`config.mk`:
```
export PLATFORM = sky130hd
export DESIGN_NAME = pump_fill_rest_cycle_controller_flat
export DESIGN_NICKNAME = d
export VERILOG_FILES = /design/src/pfrc_pkg.sv /design/src/pfrc_tick_if.sv /design/src/pfrc_frame_if.sv /design/src/pfrc_div.sv /design/src/pfrc_ctrl.sv /design/src/pfrc_dp.sv /design/src/pump_fill_rest_cycle_controller.sv /design/src/flat_wrapper.sv
export SDC_FILE = /design/constraint.sdc
export NUM_CORES = 1
export LEC_CHECK = 0
export ABC_CLOCK_PERIOD_IN_PS = 10100
export BUFFER_PORTS_ARGS = -buffer_cell sky130_fd_sc_hd__buf_2
export CAP_MARGIN = 0
export CORE_ASPECT_RATIO = 1.25
export CORE_MARGIN = 4
export CORE_UTILIZATION = 62
export DETAILED_ROUTE_END_ITERATION = 6
export GPL_TIMING_DRIVEN = 0
export PLACE_DENSITY = 0.81
export SLEW_MARGIN = 10
export SYNTH_ARGS = -nofsm -noshare
export SYNTH_HDL_FRONTEND = slang
export SYNTH_HIERARCHICAL = 1
export SYNTH_SLANG_ARGS = --single-unit
export TNS_END_PERCENT = 10
```
`constraint.sdc`:
```
create_clock -name i_clk -period 10.1 [get_ports i_clk]
set_clock_uncertainty 0.2 [all_clocks]
set_input_delay 2.02 -clock i_clk [delete_from_list [all_inputs] [get_ports i_clk]]
set_output_delay 2.02 -clock i_clk [all_outputs]
set_load 0.005 [all_outputs]
```
`src/pfrc_pkg.sv`:
```
// ----------------------------------------------------------------------------
// pfrc_pkg
// Shared types and constants of the pump fill/rest cycle controller.
// ----------------------------------------------------------------------------
package pfrc_pkg;

    localparam int unsigned DEPTH_W    = 16;
    localparam int unsigned BAND_W     = 15;
    localparam int unsigned SCALE_W    = 11;
    localparam int unsigned RESTSEL_W  = 8;
    localparam int unsigned MODE_W     = 2;
    localparam int unsigned CHAN_W     = 4;
    localparam int unsigned CMD_W      = 2;
    localparam int unsigned SEQ_W      = 32;
    localparam int unsigned PHASE_W    = 17;
    localparam int unsigned CFG_IDX_W  = 3;
    localparam int unsigned CFG_DATA_W = 16;

    localparam logic [PHASE_W-1:0]   RUN_SECONDS = PHASE_W'(1800);
    localparam logic [8:0]           REST_UNIT   = 9'd300;

    localparam logic [CFG_IDX_W-1:0] CFG_RADIO_MODE     = 3'd0;
    localparam logic [CFG_IDX_W-1:0] CFG_TARGET_DEPTH   = 3'd1;
    localparam logic [CFG_IDX_W-1:0] CFG_FILL_DEADBAND  = 3'd2;
    localparam logic [CFG_IDX_W-1:0] CFG_TIME_SCALE     = 3'd3;
    localparam logic [CFG_IDX_W-1:0] CFG_REST_SELECTION = 3'd4;

    localparam logic [CMD_W-1:0] VALVE_CLOSED = 2'd0;
    localparam logic [CMD_W-1:0] VALVE_FILL   = 2'd1;
    localparam logic [CMD_W-1:0] VALVE_REST   = 2'd2;

    typedef struct packed {
        logic                      sensor_ok;
        logic                      hours_allowed;
        logic signed [DEPTH_W-1:0] average_depth;
        logic [CHAN_W-1:0]         radio_channel;
    } t_tick;

    typedef struct packed {
        logic capture;
        logic div_start;
        logic eval;
    } t_cmd;

    typedef struct packed {
        logic ignore;
        logic div_done;
        logic out_free;
    } t_status;

endpackage

```
`src/pfrc_tick_if.sv`:
```
// ----------------------------------------------------------------------------
// pfrc_tick_if
// Input channel: one sensor tick per transaction.
// ----------------------------------------------------------------------------
interface pfrc_tick_if;
    logic              valid;
    logic              ready;
    logic              sensor_ok;
    logic              hours_allowed;
    logic signed [15:0] average_depth;
    logic [3:0]        radio_channel;

    modport source (output valid, output sensor_ok, output hours_allowed,
                    output average_depth, output radio_channel, input ready);
    modport sink   (input valid, input sensor_ok, input hours_allowed,
                    input average_depth, input radio_channel, output ready);
endinterface

```
`src/pfrc_frame_if.sv`:
```
// ----------------------------------------------------------------------------
// pfrc_frame_if
// Output channel: one control frame per transaction.
// ----------------------------------------------------------------------------
interface pfrc_frame_if;
    logic        valid;
    logic        ready;
    logic [1:0]  valve_command;
    logic [31:0] frame_count;
    logic [3:0]  channel_out;
    logic        valve_second;

    modport source (output valid, output valve_command, output frame_count,
                    output channel_out, output valve_second, input ready);
    modport sink   (input valid, input valve_command, input frame_count,
                    input channel_out, input valve_second, output ready);
endinterface

```
`src/pfrc_div.sv`:
```
// ----------------------------------------------------------------------------
// pfrc_div
// Dual restoring divider: run and rest limits by time scale, one bit a cycle.
// ----------------------------------------------------------------------------
module pfrc_div (
    input  logic                           i_clk,
    input  logic                           i_rst_n,
    input  logic                           i_start,
    input  logic [pfrc_pkg::PHASE_W-1:0]   i_run_dividend,
    input  logic [pfrc_pkg::PHASE_W-1:0]   i_rest_dividend,
    input  logic [pfrc_pkg::SCALE_W-1:0]   i_divisor,
    output logic                           o_done,
    output logic [pfrc_pkg::PHASE_W-1:0]   o_run_q,
    output logic [pfrc_pkg::PHASE_W-1:0]   o_rest_q
);
    import pfrc_pkg::*;

    localparam int unsigned REM_W = SCALE_W + 1;
    localparam int unsigned CNT_W = $clog2(PHASE_W);

    logic [REM_W-1:0]   r_run_rem, r_rest_rem, n_run_rem, n_rest_rem;
    logic [PHASE_W-1:0] r_run_q, r_rest_q, n_run_q, n_rest_q;
    logic [SCALE_W-1:0] r_divisor;
    logic [CNT_W-1:0]   r_count;
    logic               r_busy;
    logic               r_done;

    function automatic logic [REM_W+PHASE_W-1:0] div_step(
        input logic [REM_W-1:0]   rem,
        input logic [PHASE_W-1:0] quo,
        input logic [SCALE_W-1:0] dsr
    );
        logic [REM_W-1:0] sh;
        logic             fits;
        sh   = {rem[REM_W-2:0], quo[PHASE_W-1]};
        fits = (sh >= {1'b0, dsr});
        if (fits) begin
            sh = sh - {1'b0, dsr};
        end
        return {sh, quo[PHASE_W-2:0], fits};
    endfunction

    always_comb begin
        {n_run_rem, n_run_q}   = div_step(r_run_rem, r_run_q, r_divisor);
        {n_rest_rem, n_rest_q} = div_step(r_rest_rem, r_rest_q, r_divisor);
    end

    always_ff @(posedge i_clk) begin
        if (!i_rst_n) begin
            r_busy  <= 1'b0;
            r_done  <= 1'b0;
            r_count <= '0;
        end else begin
            r_done <= 1'b0;
            if (i_start) begin
                r_busy  <= 1'b1;
                r_count <= '0;
            end else if (r_busy) begin
                r_count <= r_count + 1'b1;
                if (r_count == CNT_W'(PHASE_W - 1)) begin
                    r_busy <= 1'b0;
                    r_done <= 1'b1;
                end
            end
        end
    end

    always_ff @(posedge i_clk) begin
        if (i_start) begin
            r_run_rem  <= '0;
            r_rest_rem <= '0;
            r_run_q    <= i_run_dividend;
            r_rest_q   <= i_rest_dividend;
            r_divisor  <= (i_divisor == '0) ? SCALE_W'(1) : i_divisor;
        end else if (r_busy) begin
            r_run_rem  <= n_run_rem;
            r_rest_rem <= n_rest_rem;
            r_run_q    <= n_run_q;
            r_rest_q   <= n_rest_q;
        end
    end

    assign o_done   = r_done;
    assign o_run_q  = r_run_q;
    assign o_rest_q = r_rest_q;

endmodule

```
`src/pfrc_ctrl.sv`:
```
// ----------------------------------------------------------------------------
// pfrc_ctrl
// Sequencer: take a tick, drop it if ignored, else wait for the limits, then update and emit once the output is free.
// ----------------------------------------------------------------------------
module pfrc_ctrl (
    input  logic              i_clk,
    input  logic              i_rst_n,
    input  logic              i_valid,
    output logic              o_ready,
    input  pfrc_pkg::t_status i_status,
    output pfrc_pkg::t_cmd    o_cmd
);
    import pfrc_pkg::*;

    localparam logic [1:0] ST_IDLE = 2'd0;
    localparam logic [1:0] ST_WAIT = 2'd1;
    localparam logic [1:0] ST_EVAL = 2'd2;

    logic [1:0] r_state, n_state;

    always_comb begin
        n_state = r_state;
        o_cmd   = '0;
        o_ready = 1'b0;
        unique case (r_state)
            ST_IDLE: begin
                o_ready = 1'b1;
                if (i_valid && !i_status.ignore) begin
                    o_cmd.capture   = 1'b1;
                    o_cmd.div_start = 1'b1;
                    n_state         = ST_WAIT;
                end
            end
            ST_WAIT: begin
                if (i_status.div_done) begin
                    n_state = ST_EVAL;
                end
            end
            ST_EVAL: begin
                if (i_status.out_free) begin
                    o_cmd.eval = 1'b1;
                    n_state    = ST_IDLE;
                end
            end
            default: begin
                n_state = ST_IDLE;
            end
        endcase
    end

    always_ff @(posedge i_clk) begin
        if (!i_rst_n) begin
            r_state <= ST_IDLE;
        end else begin
            r_state <= n_state;
        end
    end

endmodule

```
`src/pfrc_dp.sv`:
```
// ----------------------------------------------------------------------------
// pfrc_dp
// Datapath: configuration, tick capture, cycle state and output frame.
// ----------------------------------------------------------------------------
module pfrc_dp (
    input  logic                            i_clk,
    input  logic                            i_rst_n,
    input  logic                            i_cfg_we,
    input  logic [pfrc_pkg::CFG_IDX_W-1:0]  i_cfg_index,
    input  logic [pfrc_pkg::CFG_DATA_W-1:0] i_cfg_data,
    input  pfrc_pkg::t_tick                 i_tick,
    input  pfrc_pkg::t_cmd                  i_cmd,
    output pfrc_pkg::t_status               o_status,
    input  logic                            i_out_ready,
    output logic                            o_out_valid,
    output logic [pfrc_pkg::CMD_W-1:0]      o_valve_command,
    output logic [pfrc_pkg::SEQ_W-1:0]      o_frame_count,
    output logic [pfrc_pkg::CHAN_W-1:0]     o_channel_out,
    output logic                            o_valve_second
);
    import pfrc_pkg::*;

    logic [MODE_W-1:0]         r_radio_mode;
    logic signed [DEPTH_W-1:0] r_target;
    logic [BAND_W-1:0]         r_deadband;
    logic [SCALE_W-1:0]        r_scale;
    logic [RESTSEL_W-1:0]      r_rest_sel;

    t_tick                     r_tick;
    logic                      r_fill, r_rest, n_fill, n_rest;
    logic [PHASE_W-1:0]        r_phase, n_phase;
    logic [SEQ_W-1:0]          r_seq;

    logic                      r_out_valid;
    logic [CMD_W-1:0]          r_out_cmd, n_cmd;
    logic [SEQ_W-1:0]          r_out_seq;
    logic [CHAN_W-1:0]         r_out_ch;
    logic                      r_out_vs, n_vs;

    logic                      div_done;
    logic [PHASE_W-1:0]        run_q, rest_q, rest_lim, rest_dividend;
    logic signed [DEPTH_W+1:0] threshold, avg_x;

    assign rest_dividend = PHASE_W'({9'd0, r_rest_sel} * {8'd0, REST_UNIT});

    pfrc_div u_div (
        .i_clk           (i_clk),
        .i_rst_n         (i_rst_n),
        .i_start         (i_cmd.div_start),
        .i_run_dividend  (RUN_SECONDS),
        .i_rest_dividend (rest_dividend),
        .i_divisor       (r_scale),
        .o_done          (div_done),
        .o_run_q         (run_q),
        .o_rest_q        (rest_q)
    );

    assign o_status.ignore   = (r_radio_mode == '0) || (i_tick.radio_channel == '0);
    assign o_status.div_done = div_done;
    assign o_status.out_free = !r_out_valid || i_out_ready;

    always_ff @(posedge i_clk) begin
        if (!i_rst_n) begin
            r_radio_mode <= '0;
            r_target     <= '0;
            r_deadband   <= '0;
            r_scale      <= SCALE_W'(1);
            r_rest_sel   <= '0;
        end else if (i_cfg_we) begin
            unique case (i_cfg_index)
                CFG_RADIO_MODE:     r_radio_mode <= i_cfg_data[MODE_W-1:0];
                CFG_TARGET_DEPTH:   r_target     <= $signed(i_cfg_data[DEPTH_W-1:0]);
                CFG_FILL_DEADBAND:  r_deadband   <= i_cfg_data[BAND_W-1:0];
                CFG_TIME_SCALE:     r_scale      <= i_cfg_data[SCALE_W-1:0];
                CFG_REST_SELECTION: r_rest_sel   <= i_cfg_data[RESTSEL_W-1:0];
                default: begin
                end
            endcase
        end
    end

    always_ff @(posedge i_clk) begin
        if (i_cmd.capture) begin
            r_tick <= i_tick;
        end
    end

    assign threshold = {{2{r_target[DEPTH_W-1]}}, r_target} - $signed({3'b000, r_deadband});
    assign avg_x     = {{2{r_tick.average_depth[DEPTH_W-1]}}, r_tick.average_depth};
    assign rest_lim  = (rest_q == '0) ? PHASE_W'(1) : rest_q;

    always_comb begin
        n_fill  = r_fill;
        n_rest  = r_rest;
        n_phase = r_phase;
        n_vs    = 1'b0;
        if (!r_tick.sensor_ok) begin
            n_fill  = 1'b0;
            n_rest  = 1'b0;
            n_phase = '0;
        end
        if (r_tick.sensor_ok && r_tick.hours_allowed && !n_fill && (avg_x < threshold)) begin
            n_fill  = 1'b1;
            n_rest  = 1'b0;
            n_phase = '0;
        end
        if (!r_tick.hours_allowed && n_fill) begin
            n_fill  = 1'b0;
            n_rest  = 1'b0;
            n_phase = '0;
        end
        if (n_fill) begin
            n_phase = n_phase + 1'b1;
            if (!n_rest) begin
                n_vs = 1'b1;
                if (n_phase >= run_q) begin
                    n_rest  = 1'b1;
                    n_phase = '0;
                end
            end else if (n_phase >= rest_lim) begin
                n_fill  = 1'b0;
                n_rest  = 1'b0;
                n_phase = '0;
            end
        end
        n_cmd = !n_fill ? VALVE_CLOSED : (n_rest ? VALVE_REST : VALVE_FILL);
    end

    always_ff @(posedge i_clk) begin
        if (!i_rst_n) begin
            r_fill      <= 1'b0;
            r_rest      <= 1'b0;
            r_phase     <= '0;
            r_seq       <= '0;
            r_out_valid <= 1'b0;
        end else begin
            if (i_cmd.eval) begin
                r_fill      <= n_fill;
                r_rest      <= n_rest;
                r_phase     <= n_phase;
                r_seq       <= r_seq + 1'b1;
                r_out_valid <= 1'b1;
            end else if (i_out_ready) begin
                r_out_valid <= 1'b0;
            end
        end
    end

    always_ff @(posedge i_clk) begin
        if (i_cmd.eval) begin
            r_out_cmd <= n_cmd;
            r_out_seq <= r_seq + 1'b1;
            r_out_ch  <= r_tick.radio_channel;
            r_out_vs  <= n_vs;
        end
    end

    assign o_out_valid     = r_out_valid;
    assign o_valve_command = r_out_cmd;
    assign o_frame_count   = r_out_seq;
    assign o_channel_out   = r_out_ch;
    assign o_valve_second  = r_out_vs;

`ifndef NO_ASSERTIONS
    a_rest_in_cycle: assert property (@(posedge i_clk) disable iff (!i_rst_n)
        r_rest |-> r_fill)
        else $error("resting outside a fill cycle");

    a_seq_step: assert property (@(posedge i_clk) disable iff (!i_rst_n)
        i_cmd.eval |=> (r_seq == $past(r_seq) + 1'b1) && (r_out_seq == r_seq))
        else $error("frame count did not advance by one");

    a_second_open: assert property (@(posedge i_clk) disable iff (!i_rst_n)
        (r_out_valid && r_out_vs) |-> (r_out_cmd != VALVE_CLOSED))
        else $error("valve second reported with valve closed");

    a_eval_slot: assert property (@(posedge i_clk) disable iff (!i_rst_n)
        i_cmd.eval |-> (!r_out_valid || i_out_ready))
        else $error("frame overwritten before transaction");
`endif

endmodule

```
`src/pump_fill_rest_cycle_controller.sv`:
```
// ----------------------------------------------------------------------------
// pump_fill_rest_cycle_controller
// Ignored ticks are dropped; any other tick is captured, the 17-step shared limit
// divider runs, the cycle state updates and the frame loads; then a new tick is
// taken. The output frame register lets the next tick in while a frame waits.
// Reset (synchronous, active low) clears cycle state, sequence count and config.
// ----------------------------------------------------------------------------
module pump_fill_rest_cycle_controller (
    input  logic                            i_clk,
    input  logic                            i_rst_n,
    input  logic                            i_cfg_we,
    input  logic [pfrc_pkg::CFG_IDX_W-1:0]  i_cfg_index,
    input  logic [pfrc_pkg::CFG_DATA_W-1:0] i_cfg_data,
    pfrc_tick_if.sink                       i_tick,
    pfrc_frame_if.source                    o_frame
);
    import pfrc_pkg::*;

    t_cmd    cmd;
    t_status status;
    t_tick   tick;

    assign tick.sensor_ok     = i_tick.sensor_ok;
    assign tick.hours_allowed = i_tick.hours_allowed;
    assign tick.average_depth = i_tick.average_depth;
    assign tick.radio_channel = i_tick.radio_channel;

    pfrc_ctrl u_ctrl (
        .i_clk    (i_clk),
        .i_rst_n  (i_rst_n),
        .i_valid  (i_tick.valid),
        .o_ready  (i_tick.ready),
        .i_status (status),
        .o_cmd    (cmd)
    );

    pfrc_dp u_dp (
        .i_clk           (i_clk),
        .i_rst_n         (i_rst_n),
        .i_cfg_we        (i_cfg_we),
        .i_cfg_index     (i_cfg_index),
        .i_cfg_data      (i_cfg_data),
        .i_tick          (tick),
        .i_cmd           (cmd),
        .o_status        (status),
        .i_out_ready     (o_frame.ready),
        .o_out_valid     (o_frame.valid),
        .o_valve_command (o_frame.valve_command),
        .o_frame_count   (o_frame.frame_count),
        .o_channel_out   (o_frame.channel_out),
        .o_valve_second  (o_frame.valve_second)
    );

endmodule
```
`src/flat_wrapper.sv`:
```
// flat-port wrapper written by rule: the top's interface ports become plain ports
module pump_fill_rest_cycle_controller_flat import pfrc_pkg::*;
  (i_clk, i_rst_n, i_cfg_we, i_cfg_index, i_cfg_data, i_tick_valid, i_tick_sensor_ok, i_tick_hours_allowed, i_tick_average_depth, i_tick_radio_channel, i_tick_ready, o_frame_valid, o_frame_valve_command, o_frame_frame_count, o_frame_channel_out, o_frame_valve_second, o_frame_ready);
  pfrc_tick_if i_tick_i ();
  pfrc_frame_if o_frame_i ();
  input  logic i_clk;
  input  logic i_rst_n;
  input  logic i_cfg_we;
  input  logic [pfrc_pkg::CFG_IDX_W-1:0] i_cfg_index;
  input  logic [pfrc_pkg::CFG_DATA_W-1:0] i_cfg_data;
  input wire logic [$bits(i_tick_i.valid)-1:0] i_tick_valid;
  input wire logic [$bits(i_tick_i.sensor_ok)-1:0] i_tick_sensor_ok;
  input wire logic [$bits(i_tick_i.hours_allowed)-1:0] i_tick_hours_allowed;
  input wire logic [$bits(i_tick_i.average_depth)-1:0] i_tick_average_depth;
  input wire logic [$bits(i_tick_i.radio_channel)-1:0] i_tick_radio_channel;
  output wire logic [$bits(i_tick_i.ready)-1:0] i_tick_ready;
  output wire logic [$bits(o_frame_i.valid)-1:0] o_frame_valid;
  output wire logic [$bits(o_frame_i.valve_command)-1:0] o_frame_valve_command;
  output wire logic [$bits(o_frame_i.frame_count)-1:0] o_frame_frame_count;
  output wire logic [$bits(o_frame_i.channel_out)-1:0] o_frame_channel_out;
  output wire logic [$bits(o_frame_i.valve_second)-1:0] o_frame_valve_second;
  input wire logic [$bits(o_frame_i.ready)-1:0] o_frame_ready;
  assign i_tick_i.valid = i_tick_valid;
  assign i_tick_i.sensor_ok = i_tick_sensor_ok;
  assign i_tick_i.hours_allowed = i_tick_hours_allowed;
  assign i_tick_i.average_depth = i_tick_average_depth;
  assign i_tick_i.radio_channel = i_tick_radio_channel;
  assign i_tick_ready = i_tick_i.ready;
  assign o_frame_valid = o_frame_i.valid;
  assign o_frame_valve_command = o_frame_i.valve_command;
  assign o_frame_frame_count = o_frame_i.frame_count;
  assign o_frame_channel_out = o_frame_i.channel_out;
  assign o_frame_valve_second = o_frame_i.valve_second;
  assign o_frame_i.ready = o_frame_ready;
  pump_fill_rest_cycle_controller u_core (.i_clk(i_clk), .i_rst_n(i_rst_n), .i_cfg_we(i_cfg_we), .i_cfg_index(i_cfg_index), .i_cfg_data(i_cfg_data), .i_tick(i_tick_i), .o_frame(o_frame_i));
endmodule
```
* Word level (Yosys, flattened, before mapping) *
Index checks and enable logic that the tools add are counted.

operators by class
  $add $sub $neg = 6
  multipliers = 1
  divide/modulo/power cells = 0
  $lt $le $gt $ge = 5
  equal/unequal tests = 10
  shift operators = 0
  multiplexer cells = 41
  bitwise gates (word level) = 2
  reduce and logical (&&, ||, !) cells = 27

operators by type and width
  operator                 count
  $mux W17                 10
  $ge A17 B17 Y1           2
  $add A32 B1 Y32 const B  1
  $ge A12 B11 Y1           2
  $mux W1                  22
  $mux W11                 2
  $sub A11 B11 Y11         2
  $add A17 B1 Y17 const B  1
  $logic_not A17 Y1        1
  $lt A16 B17 Y1           1
  $sub A16 B16 Y17         1
  $mul A8 B7 Y15 const B   1
  $mux W2                  6
  $logic_not A11 Y1        1
  $reduce_and A2 Y1        5
  $eq A3 B2 Y1 const B     2
  $pmux W2 S3              1
  $add A5 B1 Y5 const B    1
  $eq A5 B5 Y1 const B     1
  $logic_and A1 B1 Y1      5
  $logic_not A1 Y1         4
  $logic_not A2 Y1         2
  $logic_not A4 Y1         1
  $ne A2 B2 Y1 const B     2
  other kinds (12)         15

storage, ports and cells
  bits in registers = 241
  bits in latches = 0
  memory bits (writable) = 0
  bits in read-only memories = 0
  input bits = 46
  output and inout bits = 41
  word-level logic and storage cells = 120
  memories = 0

* Depth between registers and ports, before layout *
  depth in word-level cells = 13
  mapped depth = 42
  mapped depth without buffers = 40

* Modules after synthesis *
The synthesis kept the hierarchy.

modules (own cells, without submodules)
  module     times used  cells each  area each (µm²)  sequential area each (µm²)
  pfrc_dp    1           1045        9872.0           3913.8
  pfrc_div   1           364         4060.1           1931.9
  pfrc_ctrl  1           13          118.9            40.0

* Least setup slack after synthesis *
OpenSTA, ideal clock, no wires.

  path kind = flip-flop to flip-flop
  start point = register u_core.u_dp.r_target[0]
  end point = register u_core.u_dp.r_phase[0]
  library setup time = 0.075 ns
  data arrival time = 7.360 ns
  required time = 9.825 ns
  path slack = 2.465 ns
  cell stages (with the launch flop) = 41
  path buffers = 2
  period minus slack after synthesis = 7.635 ns
  cells stage by stage = dfxtp_1 inv_1 ha_1 fa_1 nor2b_1 o21ai_0 a21oi_1 o21ai_0 a21oi_1 o21ai_0 nand2b_1 a41oi_1 a221oi_1 a21oi_1 xor2_1 ha_1 nand3_2 nor4_4 [... 5 more ...] nor2_1 ha_1 and4_1 and3_1 xnor2_1 nor2_1 ha_1 a21o_1 a21oi_1 o21ai_0 o31a_1 a2111oi_2 maj3_1 o211ai_2 o21bai_4 buf_6 nand3_1 o22ai_1

on the way
  longest elaborated chain between the ends = 11
  elaborated cells on any way between the ends = 17
  those cells by class = 2 x add/sub; 3 x order compare; 10 x mux; 2 x reduce/logical

RTL lines
  what                                      RTL line                        source
  start, declared                           pfrc_dp.sv:24                   logic signed [DEPTH_W-1:0] r_target;
  start signal, assigned                    pfrc_dp.sv:72                   CFG_TARGET_DEPTH: r_target <= $signed(i_cfg_data[DEPTH_W-1:0]);
  $sub A16 B16 Y17 (*)                      pfrc_dp.sv:88                   assign threshold = {{2{r_target[DEPTH_W-1]}}, r_target} - $signed({3'b000, r_deadband});
  $lt A16 B17 Y1 (*)                        pfrc_dp.sv:102                  if (r_tick.sensor_ok && r_tick.hours_allowed && !n_fill && (avg_x < threshold)) begin
  $logic_and A1 B1 Y1 (*)                   pfrc_dp.sv:102
  $mux W1                                   pfrc_dp.sv:102
  $logic_and A1 B1 Y1                       pfrc_dp.sv:107                  if (!r_tick.hours_allowed && n_fill) begin
  $mux W17                                  pfrc_dp.sv:107
  $add A17 B1 Y17                           pfrc_dp.sv:113                  n_phase = n_phase + 1'b1;
  $ge A17 B17 Y1, on equally long branches  pfrc_dp.sv:116, pfrc_dp.sv:120
  $mux W17, on equally long branches        pfrc_dp.sv:116, pfrc_dp.sv:120
  $mux W17                                  pfrc_dp.sv:114                  if (!n_rest) begin
  $mux W17 (*)                              pfrc_dp.sv:112                  if (n_fill) begin
  end signal, assigned                      pfrc_dp.sv:140                  r_phase <= n_phase;
  end, declared                             pfrc_dp.sv:31                   logic [PHASE_W-1:0] r_phase, n_phase;

Mark *: on every way between the ends. The rest lies on a longest branch, timed or not.
A chain may end at the register's enable or synchronous reset.

* Worst setup path after layout *
Ends and elaborated chain as after synthesis.

==> flow_summary.json <==
{
  "antenna_cells": 0,
  "avgViaCountPerCell": 5.81,
  "use_met2_pct": 44.8,
  "initial_utilization_pct": 63.0,
  "clk_pin_slew_worst_paths_ns": 0.07,
  "rows": 61,
  "critPathRequiredTime_ns": 10.36,
  "max_freq_ghz": 0.106,
  "slowest_delay_ns": 0.44,
  "drc_errors": 0,
  "routed-via-count": 10780,
  "ys_types": 85,
  "rsz0062_at_grt": "false",
  "drive_gt1_share_pct": 12.9,
  "power.internal_mw": 1.72,
  "met1_usage_pct": 30.3,
  "ys_warn_count": 6,
  "drt_iter0_markers": 688,
  "synth.area.top_cells": "edfxtp_1 (23%), dfxtp_1 (19%), ha_1 (11%), xnor2_1 (4.6%), nand2_1 (4.4%)",
  "dieArea_um2": 25200,
  "combinationalPowerShare_pct": 14.7,
  "drv_cap": 0,
  "fin_crit_sh_pct": 93.2,
  "worst_slew_pin_slew_ns": 0.927,
  "pwr-share-seq_pct": 46.3,
  "yosysTopAreaCell": "edfxtp_1",
  "antenna_left": 0,
  "hpwl_um": 23300,
  "area_growth_pct": 12.0,
  "dpl-instance-area_um2": 14900,
  "gp_congestion": 0.910,
  "fill_cells": 1689,
  "cp_slowest_cell": "clkbuf_1",
  "die_y_um": 176,
  "slew_headroom_pct": 38.2,
  "swShare_pct": 26.5,
  "die_w_um": 143,
  "syn_inst": 1422,
  "criticalPathCategory": "flop to flop",
  "peakVddDrop_v": 0.000154,
  "cts.path.max_buffers": 3,
  "arrival_ns": 9.68,
  "clk_latency_ns": 0.54,
  "dp.cells": 1810,
  "io_pins": 87,
  "grt_overflow": 0,
  "hold_viol": 0,
  "yosysTopAreaCellShare_pct": 22.7,
  "layoutNonFillerInstCount": 1856,
  "synth_edf_count": 106,
  "power_density_nw_per_um2": 149,
  "core_um2": 22300,
  "final_area_um2": 15700,
  "cts_made_buffers": 25,
  "cts_tree": "yes",
  "dr.pass1.iters": 5,
  "wirelength_um": 31200,
  "ys_seq_area_share_pct": 41.9,
  "numPortBuffers": 86,
  "synth_area_um2": 14100,
  "wl_per_cell_um": 16.8,
  "busiest_layer": "met2",
  "pwr-share-clk_pct": 39.0,
  "post-place-ws_ns": 0.801,
  "synth_ff_type": "dfxtp_1",
  "worst_setup_path_end_kind": "flop",
  "ys_ff_latch": 241,
  "p_sw_mw": 0.620,
  "synth_common_cells": "nand2_1 (165), dfxtp_1 (135), ha_1 (124)",
  "grtUsageMet3_pct": 2.49,
  "antenna_found_initial": 0,
  "drv_slew": 0,
  "root_buffer": "clkbuf_16",
  "grt_max_degree": 41,
  "async_flop_share_pct": 0,
  "fin_nets": 1734,
  "critPathMaxFanout": 10,
  "timing.critical_path.mode_cell": "o21ai_0",
  "p_leak_nw": 6.55,
  "grt_usage_pct": 24.8,
  "tns_ns": 0,
  "ctsHtreeMaxLevel": 1,
  "critPathLaunchType": "flop",
  "grt_pass1_wl_um": 51500,
  "post_cts_buffers": 0,
  "p_total_mw": 2.34,
  "syn_area_per_cell_um2": 9.88,
  "outcome": "completed",
  "setup-violations-final": 0,
  "grt_pass1_vias": 10752,
  "synth_most_common_cell": "nand2_1",
  "cts_sinks": 241,
  "fin_crit_ns": 9.41,
  "worst_slack_ns": 0.685,
  "hp-class": "flop to flop"
}
==> cells by family (layout without fill, tap and decap cells) <==
group | after synthesis | in the layout | share of synthesized area [%]
AND/OR/NAND/NOR | 464 | 464 | 16.8
AO/OA/AOI/OAI | 249 | 249 | 13.2
flip-flops | 241 | 241 | 41.9
buffers and inverters | 172 | 306 | 4.87
adder cells (fa/ha/maj) | 135 | 135 | 12.5
XOR/XNOR | 111 | 111 | 6.92
multiplexers | 48 | 48 | 3.75
other | 2 | 19 | 0.0534
==> cell usage in the layout (no fill, tap or decap), types with 36 or more instances in the layout <==
cell / n
and2_1: 39
a21boi_0: 45
a21oi_1: 39
nand3_1: 40
dfxtp_1: 135
xor2_1: 37
clkbuf_1: 47
ha_1: 124
xnor2_1: 74
inv_1: 110
buf_2: 87
nor2_1: 69
nand2_1: 165
o21ai_0: 36
edfxtp_1: 106
==> power groups by stage <==
stage / combinational (mW) / sequential (mW) / clock, mW
2_1_floorplan: 0.262 / 1.09 / 0
3_3_place_gp: 0.324 / 1.10 / 0
3_5_place_dp: 0.337 / 1.10 / 0
4_1_cts: 0.340 / 1.08 / 0.933
5_1_grt: 0.387 / 1.09 / 0.977
6_report: 0.343 / 1.08 / 0.913
==> worst max-delay path: cells and delay by family, from the launching register on <==
kind,cells,cell delay (ns)
compound gates,18,3.72
simple gates,13,2.35
fa+ha+maj,6,1.89
buf+inv,3,0.68
flops,1,0.34
xor+xnor,1,0.12
==> area by class of cell <==
cell class	count	area [um2]	area share [%]
clock inverter	18	154	0.978
clock buffer	28	657	4.17
tap	283	354	2.25
buffer	61	268	1.70
sequential	241	5890	37.4
timing repair buffer	88	445	2.83
multi-input combinational	1026	7560	48.0
inverter	111	417	2.65
==> flip-flops by register name (all words and copies together) (netlist names), 4 cells and up <==
| register | flops |
|---|---|
| u_core/u_dp/r_rest_sel | 8 |
| u_core/u_dp/r_seq | 32 |
| u_core/u_dp/o_frame_count | 32 |
| u_core/u_dp/r_tick | 6 |
| u_core/u_dp/u_div/r_divisor | 11 |
| u_core/u_dp/avg_x | 16 |
| u_core/u_dp/r_scale | 11 |
| u_core/u_dp/r_target | 16 |
| u_core/u_dp/u_div/r_run_rem | 11 |
| u_core/u_dp/r_phase | 17 |
| u_core/u_dp/u_div/o_run_q | 17 |
| u_core/u_dp/u_div/r_count | 5 |
| u_core/u_dp/u_div/o_rest_q | 17 |
| u_core/u_dp/r_deadband | 15 |
| u_core/u_dp/o_channel_out | 4 |
| u_core/u_dp/u_div/r_rest_rem | 11 |
==> metal layers <==
| metal | up-vias | wire (um) |
|---|---|---|
| met4 | 0 | 1140 |
| met1 | 5177 | 12700 |
| met2 | 271 | 16100 |
| met5 | - | 0 |
| li1 | 5258 | - |
| met3 | 74 | 1280 |
==> repair_timing <==
item | in CTS | in global routing
gates resized for setup | 0 | 1
setup endpoints to repair | 0 | 3
hold buffers | 0 | 0
==> worst paths after layout <==
check | cells after the start | from | slack [ns] | end
min reg2reg | 0 | u_core/u_dp/r_tick[0] | 0.22 | u_core/u_dp/o_channel_out[0]
max reg2reg | 41 | u_core/u_dp/r_target[0] | 0.69 | u_core/u_dp/r_phase[0]
min | 0 | u_core/u_dp/r_tick[0] | 0.22 | u_core/u_dp/o_channel_out[0]
max | 41 | u_core/u_dp/r_target[0] | 0.69 | u_core/u_dp/r_phase[0]
==> through the flow <==
stage | hold slack [ns] | util [%]
finish | 0.216 | 70.6
global route | 0.229 | 70.6
CTS | 0.221 | 70.6
detailed placement | 0.205 | 67.0
global placement | 0.202 | 66.9
floorplan | 0.200 | -
Power figures use the tool's default switching activity.
